### config.mk
export PLATFORM = sky130hd
export DESIGN_NAME = cossim_ctrl
export DESIGN_NICKNAME = d
export VERILOG_FILES = /design/src/hdl/cossim_pkg.sv /design/src/hdl/cossim_ctrl.sv
export SDC_FILE = /design/constraint.sdc
export NUM_CORES = 1
export LEC_CHECK = 0
export BUFFER_PORTS_ARGS = -buffer_cell sky130_fd_sc_hd__buf_4
export CORE_AREA = 2 2 39 41
export DETAILED_ROUTE_END_ITERATION = 8
export DIE_AREA = 0 0 41 43
export PLACE_DENSITY_LB_ADDON = 0.25
export REMOVE_ABC_BUFFERS = 1
export SLEW_MARGIN = 10
export SYNTH_ARGS = -nofsm -noshare
export SYNTH_HDL_FRONTEND = slang
export SYNTH_SLANG_ARGS = --single-unit
### constraint.sdc
create_clock -name aclk -period 1.83 [get_ports aclk]
set_clock_uncertainty 0.15 [all_clocks]
set_input_delay 0.183 -clock aclk [delete_from_list [all_inputs] [get_ports aclk]]
set_output_delay 0.183 -clock aclk [all_outputs]
set_load 0.01 [all_outputs]
### src/hdl/cossim_pkg.sv
`timescale 1ns / 1ps
`default_nettype none
package cossim_pkg;

    localparam int ELEM_W = 16;
    localparam int PROD_W = 32;
    localparam int ROOT_W = 17;

    typedef enum logic [5:0] {
        ST_ACC   = 6'b000001,
        ST_SETUP = 6'b000010,
        ST_PROD  = 6'b000100,
        ST_ROOT  = 6'b001000,
        ST_OUT   = 6'b010000,
        ST_WAIT  = 6'b100000
    } cs_state_t;

    typedef struct packed {
        logic acc_en;
        logic clear;
        logic setup;
        logic prod_step;
        logic root_start;
        logic root_step;
        logic load_out;
    } cs_cmd_t;

    typedef struct packed {
        logic prod_done;
        logic root_done;
    } cs_stat_t;

endpackage
`default_nettype wire

### src/hdl/cossim_ctrl.sv
`timescale 1ns / 1ps
`default_nettype none
module cossim_ctrl (
    input  wire logic                 aclk,
    input  wire logic                 aresetn,
    input  wire logic                 s_valid,
    output logic                      s_ready,
    input  wire logic                 s_last,
    output logic                      m_valid,
    input  wire logic                 m_ready,
    input  wire cossim_pkg::cs_stat_t stat,
    output cossim_pkg::cs_cmd_t       cmd
);
    import cossim_pkg::*;

    cs_state_t state_reg, state_next;

    always_ff @(posedge aclk) begin
        if (!aresetn) state_reg <= ST_ACC;
        else          state_reg <= state_next;
    end

    always_comb begin
        state_next = state_reg;
        cmd        = '0;
        s_ready    = 1'b0;
        m_valid    = 1'b0;
        unique case (state_reg)
            ST_ACC: begin
                s_ready    = 1'b1;
                cmd.acc_en = s_valid;
                if (s_valid && s_last) state_next = ST_SETUP;
            end
            ST_SETUP: begin
                cmd.setup  = 1'b1;
                state_next = ST_PROD;
            end
            ST_PROD: begin
                cmd.prod_step = 1'b1;
                if (stat.prod_done) begin
                    cmd.prod_step  = 1'b0;
                    cmd.root_start = 1'b1;
                    cmd.clear      = 1'b1;
                    state_next     = ST_ROOT;
                end
            end
            ST_ROOT: begin
                cmd.root_step = 1'b1;
                if (stat.root_done) begin
                    cmd.root_step = 1'b0;
                    cmd.load_out  = 1'b1;
                    state_next    = ST_OUT;
                end
            end
            ST_OUT: begin
                m_valid = 1'b1;
                if (m_ready) state_next = ST_ACC;
            end
            ST_WAIT: state_next = ST_ACC;
            default: state_next = ST_ACC;
        endcase
    end
endmodule
`default_nettype wire

==> flow_summary.toml <==
[final_layout]
largest_register_ffs = 5
syn2layout_area_growth_pct = 44.6
layout.nets = 65
fillers = 154
antennaDiodeCount = 0
multi_input_area_um2 = 228
fin_area_um2 = 490
stdcell_count = 73
drive_above_1_share = 0.404
seqCellArea_um2 = 100

[timing]
finalHoldViolCount = 0
fmax_mhz = 588
period_share = 0.929
whs_ps = 11.9
setup_tns_ps = 0
setup_viol = 0
rsz0062_at_grt = "no"
relSlewSlack = 0.768
worstMarginPinSlew_ps = 345
period_needed_ps = 1700
drv_slew = 0
fin_ws_ps = 130

[global_routing]
grt_pass1_vias = 340
grt_pass1_wl_mm = 1.45
track_usage = 0.127
overflow = 0
grt_max_degree = 8
grt_antenna_before_repair = 0

[synthesis]
ys.flop_type = "dfxtp_1"
synth.most_common_cell = "dfxtp_1"
yosysTopAreaCell = "dfxtp_1"
yosysWarnings = 0
ys_seq_area_frac = 0.295
synthTopCellsByArea = "dfxtp_1 30%, nand4bb_4 8.1%, and2_1 5.5%"
synth_top_area_frac = 0.295
ys_ff_latch = 5
synth_cells = 39
avgSynthCellArea_um2 = 8.69
synth_cell_types = 23
synth_edf_count = 0
syn_area_um2 = 339
ys_async_sr_fraction = 0
yosys-top-cells-count = "5 x dfxtp_1, 4 x nand2_1, 4 x nor2_1"

[floorplan]
start_util = 0.245
die_area_um2 = 1760
core_area_um2 = 1380
die_h_um = 43
die_w_um = 41
num_rows = 14
ioPinCount = 16

[clocking]
cts.sinks = 5
cts_setup_buffers = 0
cts_tree = "yes"
cts.reportedPaths.clkPinSlew_ps = 50
clkLatencyLatePin_ps = 250
hold_buffers = 0
cts_buffer_depth = 2
root_buffer = "clkbuf_4"
post_cts_resized = 0
cts_buffers = 3
h-tree-depth = 1

[critical_path]
critPathMaxStageDelay_ps = 370
path_class = "register to output pin"
worstSetupStartpointType = "register"
path_max_fanout = 7
arrival_ps = 1370
critical_path.startpoint = "state_reg[3]"
crit_required_ps = 1500
reg2reg_from = "state_reg[3]"
crit_chain = "nor3_1 > and3_1 > buf_4"
worst_setup_path_end_kind = "output pin"
slowest_stage = "dfxtp_1"

[pwr]
pwr-share-clk = 0.301
p_int_mw = 0.287
p_seq_frac = 0.329
netSwitchingFraction = 0.346
switching_power_mw = 0.152
power_leakage_nw = 0.251
power_density_nw_per_um2 = 896
p_comb_frac = 0.370
vdd_drop_max_v = 0.000444

[drt]
totalWireLength_um = 811
drtIter0Drc = 7
vias_per_cell = 4.59
post_drt_wl_per_cell_um = 11.1
num_vias = 335
dr.pass1.iters = 4
drc_errors = 0
postRouteAntennaNets = 0

[place]
place.gp.congestion = 0.779
dp_hpwl_um = 635
placed_area_um2 = 464
place_inst = 69
portBuffers = 15
place_ws_ps = 340

[min_path]
hp-class = "input pin to register"
hp-start = "aresetn"

[flow_run]
maxCapViolCount = 0

[run_status]
outcome = "completed"
-- worst paths after layout --
kind                                     end  slack, ps  depth (start not counted)
worst min-delay path            state_reg[0]         10                          2
worst max register to register  state_reg[0]        400                          4
worst max-delay path                  cmd[2]        130                          3
worst min register to register  state_reg[0]        480                          2
-- critical path, delay by kind of cell, from the launching register on --
| kind | cells | cell delay (ps) |
|---|---|---|
| flip-flops | 1 | 370 |
| buffers and inverters | 1 | 140 |
| AND/OR/NAND/NOR | 2 | 620 |
-- cells by family (layout without fill, tap and decap cells) --
family	count (synthesis)	in the layout	share of synthesized area
buffers and inverters	2	20	0.0332
flip-flops	5	5	0.295
AND/OR/NAND/NOR	25	25	0.505
XOR/XNOR	1	1	0.0258
AO/OA/AOI/OAI	6	6	0.140
-- final cells by class --
type                       count  share of cell area
clock buffer                   4              0.0536
multi-input combinational     32               0.464
timing repair buffer          15               0.230
tap                           16              0.0408
inverter                       1             0.00765
sequential                     5               0.204
-- power by group through the flow --
stage / clock network [mW] / logic [mW] / registers [mW]
after detailed placement: 0 / 0.165 / 0.145
after global routing: 0.142 / 0.184 / 0.148
after CTS: 0.135 / 0.166 / 0.144
final: 0.132 / 0.163 / 0.144
after global placement: 0 / 0.166 / 0.145
after floorplan: 0 / 0.108 / 0.141
-- placed cells by master (no fill, tap or decap), drive strengths merged --
master	netlist	layout
xor2	1	1
o211ai	1	1
nand2	4	4
nand4	1	1
nor3b	2	2
o211a	1	1
nor3	2	2
and2	3	3
nand4bb	1	1
nand3	1	1
a21boi	1	1
nor2b	3	3
and3b	2	2
o21a	1	1
nor2	4	4
dfxtp	5	5
clkbuf	0	4
a21oi	1	1
inv	1	1
o21ai	1	1
buf	1	15
and3	2	2
-- layer usage --
layer  routed length (µm)  up-vias  global-route usage
met5                    0        -                   0
met4                    0        0               0.100
met3                   57        0              0.0524
met2                  377       10               0.147
met1                  376      152               0.174
li1                     -      173                   -
-- per-stage QoR --
stage                     total power [mW]   util
after CTS                            0.445  0.354
after global routing                 0.474  0.354
after floorplan                      0.249      -
after detailed placement             0.311  0.335
final                                0.439  0.354
after global placement               0.311  0.335
Note: power is estimated with default switching activity, not from simulation.
