**src/hdl/cossim_pkg.sv**
```systemverilog
`timescale 1ns / 1ps
`default_nettype none
package cossim_pkg;

    localparam int ELEM_W = 16;
    localparam int PROD_W = 32;
    localparam int ROOT_W = 17;

    typedef enum logic [5:0] {
        ST_ACC   = 6'b000001,
        ST_SETUP = 6'b000010,
        ST_PROD  = 6'b000100,
        ST_ROOT  = 6'b001000,
        ST_OUT   = 6'b010000,
        ST_WAIT  = 6'b100000
    } cs_state_t;

    typedef struct packed {
        logic acc_en;
        logic clear;
        logic setup;
        logic prod_step;
        logic root_start;
        logic root_step;
        logic load_out;
    } cs_cmd_t;

    typedef struct packed {
        logic prod_done;
        logic root_done;
    } cs_stat_t;

endpackage
`default_nettype wire

```
**src/hdl/cossim_datapath.sv**
```systemverilog
`timescale 1ns / 1ps
`default_nettype none
module cossim_datapath #(
    parameter int SUM_W = 42,
    parameter int CNT_W = 11,
    parameter int MAX_LEN = 1024
) (
    input  wire logic                 aclk,
    input  wire logic                 aresetn,
    input  wire cossim_pkg::cs_cmd_t  cmd,
    output cossim_pkg::cs_stat_t      stat,
    input  wire logic signed [15:0]   elem_a,
    input  wire logic signed [15:0]   elem_b,
    input  wire logic signed [15:0]   threshold,
    output logic signed [15:0]        sim_out,
    output logic                      above_out,
    output logic                      zero_out,
    output logic                      long_out
);
    import cossim_pkg::*;

    // rhs = dot^2 << 32, lhs = (2k-1)^2 * na * nb ; all sized to hold worst case
    localparam int N_W   = SUM_W - 1;
    localparam int P_W   = 2 * N_W;
    localparam int RHS_W = 2 * N_W + 32;
    localparam int LHS_W = P_W + 2 * ROOT_W;
    localparam int CMP_W = (LHS_W > RHS_W) ? LHS_W : RHS_W;
    localparam int PC_W  = $clog2(N_W + 1);

    logic signed [SUM_W-1:0] dot_reg;
    logic [N_W-1:0]          na_reg, nb_reg;
    logic [CNT_W-1:0]        cnt_reg;
    logic                    ovf_reg;

    logic signed [PROD_W-1:0] pab, paa, pbb;
    assign pab = elem_a * elem_b;
    assign paa = elem_a * elem_a;
    assign pbb = elem_b * elem_b;

    always_ff @(posedge aclk) begin
        if (!aresetn || cmd.clear) begin
            dot_reg <= '0;
            na_reg  <= '0;
            nb_reg  <= '0;
            cnt_reg <= '0;
            ovf_reg <= 1'b0;
        end else if (cmd.acc_en) begin
            if (cnt_reg >= CNT_W'(MAX_LEN)) begin
                ovf_reg <= 1'b1;
            end else begin
                dot_reg <= dot_reg + SUM_W'(pab);
                na_reg  <= na_reg + N_W'($unsigned(paa));
                nb_reg  <= nb_reg + N_W'($unsigned(pbb));
                cnt_reg <= cnt_reg + 1'b1;
            end
        end
    end

    // shift-add products: prod = na*nb, rhs = mag^2 (one bit per cycle)
    logic [N_W-1:0]   mulb_reg, mulb2_reg;
    logic [P_W-1:0]   prod_reg, rhs_reg, sha_reg, shm_reg;
    logic [PC_W-1:0]  pcnt_reg;
    logic             zero_reg, neg_reg, long_reg;

    always_ff @(posedge aclk) begin
        if (cmd.setup) begin
            neg_reg   <= dot_reg[SUM_W-1];
            zero_reg  <= (na_reg == '0) || (nb_reg == '0);
            long_reg  <= ovf_reg;
            sha_reg   <= P_W'(na_reg);
            mulb_reg  <= nb_reg;
            shm_reg   <= dot_reg[SUM_W-1] ? P_W'(N_W'(-dot_reg)) : P_W'(N_W'(dot_reg));
            mulb2_reg <= dot_reg[SUM_W-1] ? N_W'(-dot_reg) : N_W'(dot_reg);
            prod_reg  <= '0;
            rhs_reg   <= '0;
            pcnt_reg  <= '0;
        end else if (cmd.prod_step) begin
            if (mulb_reg[0])  prod_reg <= prod_reg + sha_reg;
            if (mulb2_reg[0]) rhs_reg  <= rhs_reg + shm_reg;
            sha_reg   <= sha_reg << 1;
            shm_reg   <= shm_reg << 1;
            mulb_reg  <= mulb_reg >> 1;
            mulb2_reg <= mulb2_reg >> 1;
            pcnt_reg  <= pcnt_reg + 1'b1;
        end
    end
    assign stat.prod_done = (pcnt_reg == PC_W'(N_W));

    // bit-by-bit search for largest k: (2k-1)^2 * prod <= rhs<<32.
    // (2k-1)^2 = 4k^2 - 4k + 1; trial evaluated by shift-add across one bit per cycle
    logic [ROOT_W-1:0] k_reg;
    logic [4:0]        bit_reg;
    logic [ROOT_W-1:0] trial;
    logic [ROOT_W-1:0] odd;
    logic [2*ROOT_W-1:0] odd_sq;
    logic [CMP_W-1:0]  lhs, rhs_full;

    assign trial  = k_reg | (ROOT_W'(1) << bit_reg);
    // trial never exceeds 32768 when used, so 2*trial-1 fits in ROOT_W bits
    assign odd    = ROOT_W'({trial, 1'b0} - 1'b1);
    assign odd_sq = (2 * ROOT_W)'(odd) * (2 * ROOT_W)'(odd);

    // multiply odd_sq by prod, bit-serially by shift-add
    logic [CMP_W-1:0]      acc_reg, addend_reg;
    logic [2*ROOT_W-1:0]   mult_reg;
    logic [5:0]            mcnt_reg;
    logic                  mbusy_reg;

    assign rhs_full = CMP_W'(rhs_reg) << 32;
    assign lhs      = acc_reg;

    always_ff @(posedge aclk) begin
        if (!aresetn) begin
            mbusy_reg <= 1'b0;
        end else if (cmd.root_start) begin
            k_reg     <= '0;
            bit_reg   <= 5'(ROOT_W - 1);
            mbusy_reg <= 1'b0;
        end else if (cmd.root_step) begin
            if (!mbusy_reg) begin
                if (trial > ROOT_W'(32768)) begin
                    bit_reg <= bit_reg - 1'b1;
                end else begin
                    acc_reg    <= '0;
                    addend_reg <= CMP_W'(prod_reg);
                    mult_reg   <= odd_sq;
                    mcnt_reg   <= '0;
                    mbusy_reg  <= 1'b1;
                end
            end else if (mcnt_reg != 6'(2 * ROOT_W)) begin
                if (mult_reg[0]) acc_reg <= acc_reg + addend_reg;
                addend_reg <= addend_reg << 1;
                mult_reg   <= mult_reg >> 1;
                mcnt_reg   <= mcnt_reg + 1'b1;
            end else begin
                if (lhs <= rhs_full) k_reg <= trial;
                bit_reg   <= bit_reg - 1'b1;
                mbusy_reg <= 1'b0;
            end
        end
    end
    assign stat.root_done = (bit_reg == 5'd31) && !mbusy_reg;

    logic signed [15:0] sim_val;
    always_comb begin
        if (zero_reg)       sim_val = '0;
        else if (neg_reg)   sim_val = 16'(-$signed({1'b0, k_reg}));
        else if (k_reg > ROOT_W'(32767)) sim_val = 16'sd32767;
        else                sim_val = 16'(k_reg);
    end

    always_ff @(posedge aclk) begin
        if (cmd.load_out) begin
            sim_out   <= sim_val;
            above_out <= sim_val > threshold;
            zero_out  <= zero_reg;
            long_out  <= long_reg;
        end
    end
endmodule
`default_nettype wire

```
**config.mk**
```make
export PLATFORM = sky130hd
export DESIGN_NAME = cossim_datapath
export DESIGN_NICKNAME = d
export VERILOG_FILES = /design/src/hdl/cossim_pkg.sv /design/src/hdl/cossim_datapath.sv
export SDC_FILE = /design/constraint.sdc
export NUM_CORES = 2
export LEC_CHECK = 0
export BUFFER_PORTS_ARGS = -buffer_cell sky130_fd_sc_hd__buf_2
export CAP_MARGIN = 10
export CORE_MARGIN = 1
export CORE_UTILIZATION = 46
export CTS_CLUSTER_SIZE = 24
export DETAILED_ROUTE_END_ITERATION = 16
export GPL_ROUTABILITY_DRIVEN = 1
export PLACE_DENSITY_LB_ADDON = 0.3
export SKIP_CTS_REPAIR_TIMING = 1
export SLEW_MARGIN = 10
export SYNTH_ARGS = -nofsm -noshare
export SYNTH_HDL_FRONTEND = slang
export SYNTH_SLANG_ARGS = --single-unit
```
**constraint.sdc**
```tcl
create_clock -name aclk -period 12.3 [get_ports aclk]
set_input_delay 1.23 -clock aclk [delete_from_list [all_inputs] [get_ports aclk]]
set_output_delay 1.23 -clock aclk [all_outputs]
set_load 0.01 [all_outputs]
```
==> flow_summary_export.csv <==
group,metric,value,unit
outcome,outcome,"completed",
worst_setup_path,critPathMaxFanout,13,
clock_network,cts_root_buf,"clkbuf_16",
finish,area_growth,6.50,%
hold_path,hold_end,"rhs_reg[63]",
finish,seqCellArea,0.0226,mm^2
worst_setup_path,r2r_cells,36,
sta,fmax,96.8,MHz
floorplan,initial_core_util,46.3,%
worst_setup_path,reg2reg_slack,1970,ps
job,cap_violations,0,
finish,layout_commonest_cell,"inv_1",
clock_network,clkLatencyLatePin,740,ps
worst_setup_path,cp_slowest_cell,"clkinv_1",
floorplan,die_w,453,um
logic_synthesis,synth_edf_count,521,
worst_setup_path,arrival,10940,ps
hold_path,whs_path_depth,2,
hold_path,min-delay-start,"rhs_reg[63]",
sta,rsz0062_at_grt,"no",
hold_path,hp-class,"reg -> reg",
sta,period_needed,10330,ps
logic_synthesis,async_flop_share,0,%
sta,final_hold_viol_count,0,
worst_setup_path,reg2reg_to,"mult_reg[30]",
floorplan,dieHeight,453,um
logic_synthesis,syn_nets,12124,
sta,setup_tns,0,ps
routing,drt_iter0_drc,4600,
routing,via_per_inst,5.57,
clock_network,cts_tree,"yes",
place,dp_hpwl,187000,um
clock_network,clkSlewWorstSetupHoldPaths,60,ps
finish,layout.nets,11932,
finish,nFillCells,18783,
sta,worst_slew_pin_slew,1160,ps
place,port_buffers,77,
sta,maxSlewViolCount,0,
routing,totalWireLength,240000,um
sta,slew_headroom,20.7,%
routing,drt-pass1-iter-count,6,
worst_setup_path,path_buf_inv,8,
floorplan,core_area,0.202,mm^2
clock_network,cts_buffer_depth,3,
worst_setup_path,required,12910,ps
clock_network,cts_htree_levels,3,
logic_synthesis,synth_cells,10210,
sta,clock_skew,38.4,ps
finish,multiInputGateArea,0.0639,mm^2
global_route,grt_max_degree,157,
routing,num_vias,71144,
sta,setup_viol,0,
worst_setup_path,cp_common_cell,"inv_1",
finish,layout-drive-gt1-share,5.24,%
logic_synthesis,ys_ff_latch,869,
routing,ant_nets,0,
clock_network,clock-sinks,869,
global_route,overflow,0,
logic_synthesis,ys_warn_count,0,
global_route,grt_pass1_vias,73243,
global_route,grt_pass1_wl,391000,um
sta,fin_crit_sh,84.0,%
floorplan,fp-row-count,165,
global_route,antenna_found_initial,2,
worst_setup_path,reg2reg_from,"bit_reg[0]",
logic_synthesis,seq_area_frac_synth,24.2,%
logic_synthesis,synth.avg_cell_area,9.16,um^2
global_route,groute.usage.overall,23.5,%
worst_setup_path,crit_family,"adder cells",
worst_setup_path,end_kind,"register",
routing,post_drt_wl_per_cell,18.7,um
routing,drcViolationCount,0,
worst_setup_path,start_kind,"register",
place,place_congestion,0.926,
floorplan,ios,78,
floorplan,die-area,0.205,mm^2
worst_setup_path,slowest_delay,630,ps
logic_synthesis,synthDistinctLibCells,84,
logic_synthesis,synth_flop_cell,"edfxtp_1",
logic_synthesis,synth_area,0.0935,mm^2
worst_setup_path,path_class,"reg -> reg",
finish,mostFrequentLayoutCells,"inv_1 (1,428), nand2_1 (1,081), fa_1 (1,013)",
clock_network,cts_made_buffers,100,
-- synth_stat cells (all sizes together), types with 17 or more instances --
cell type	instances	share of area (%)
inv	1430	5.7
nand2	1084	4.4
fa	1013	22
ha	844	11
a21oi	743	4.0
nor2	610	2.4
edfxtp	521	17
o21ai	432	2.3
clkbuf	381	1.5
dfxtp	348	7.5
a21o	307	2.5
xnor2	305	2.9
and2	261	1.7
xor2	202	1.9
mux2	162	2.0
nand3	145	0.78
nand4	142	0.95
o21a	136	1.1
nor3	102	0.55
nand2b	89	0.60
o21bai	80	0.64
nor2b	73	0.49
and3	66	0.44
a31oi	65	0.43
a211oi	61	0.49
or3	52	0.35
nor4	50	0.35
mux2i	48	0.51
o31ai	48	0.40
buf	42	0.20
a21boi	31	0.25
o211ai	29	0.23
or2	28	0.19
nor3b	21	0.17
a41oi	17	0.16
-- cell families (layout without fill, tap and decap cells) --
| logic type | after synthesis | after routing | synth area share (%) |
|---|---|---|---|
| AND/OR/NAND/NOR | 2778 | 2778 | 13.9 |
| AO/OA/AOI/OAI | 2126 | 2126 | 14.2 |
| buffers and inverters | 1863 | 1759 | 7.51 |
| adder cells (fa/ha/maj) | 1857 | 1857 | 33.0 |
| flip-flops | 869 | 869 | 24.2 |
| XOR/XNOR | 507 | 507 | 4.75 |
| multiplexers | 210 | 210 | 2.46 |
| other | 0 | 2 | 0 |
-- metrics by stage --
step / util [%] / area [um^2] / setup WS, ps / hold slack, ps / std cells
global route: 49.3 / 99600 / 1190 / 498 / 12779
CTS: 49.3 / 99600 / 1970 / 478 / 12778
floorplan: - / 93500 / 2750 / 400 / 10210
finish: 49.3 / 99600 / 1970 / 479 / 12780
detailed placement: 47.6 / 96100 / 2030 / 470 / 12588
global placement: 47.6 / 96100 / 2230 / 462 / 12588
-- metal layers --
metal	vias to the layer above	global-route usage (%)	part of all wire (%)
met3	427	2.57	4.9
met1	34949	30.9	44
met4	0	8.64	3.7
met5	-	0	0
li1	33953	-	-
met2	1815	39.9	48
-- how the worst max path moves through the flow --
stage                     startpoint       endpoint  slack (ps)  depth (start not counted)
final                     bit_reg[0]   mult_reg[30]        1970                         36
after floorplan           bit_reg[0]  addend_reg[0]        2750                         15
after global placement     elem_a[7]     na_reg[35]        2230                         36
after global routing      bit_reg[0]   mult_reg[30]        1190                         36
after CTS                 bit_reg[0]   mult_reg[30]        1970                         36
after detailed placement  bit_reg[0]   mult_reg[32]        2030                         33
-- final cells by class --
class	instances	area share, %
inverters	1440	5.43
clock buffers	142	2.91
clock inverters	48	0.567
diodes	2	0.00503
repair buffers	129	0.827
well taps	2672	3.36
flip-flops and latches	869	22.7
multi-input cells	7478	64.2
-- worst register-to-register path, delay by kind of cell, from the launching register on --
family	cells	cell delay [ps]
adder cells (fa/ha/maj)	9	3860
AND/OR/NAND/NOR	10	1700
flip-flops	1	420
buffers and inverters	8	1450
XOR/XNOR	1	570
AO/OA/AOI/OAI	8	2180
Power is not shown: default switching activity piles up to over one toggle a cycle in this logic, so the estimate is an artifact.
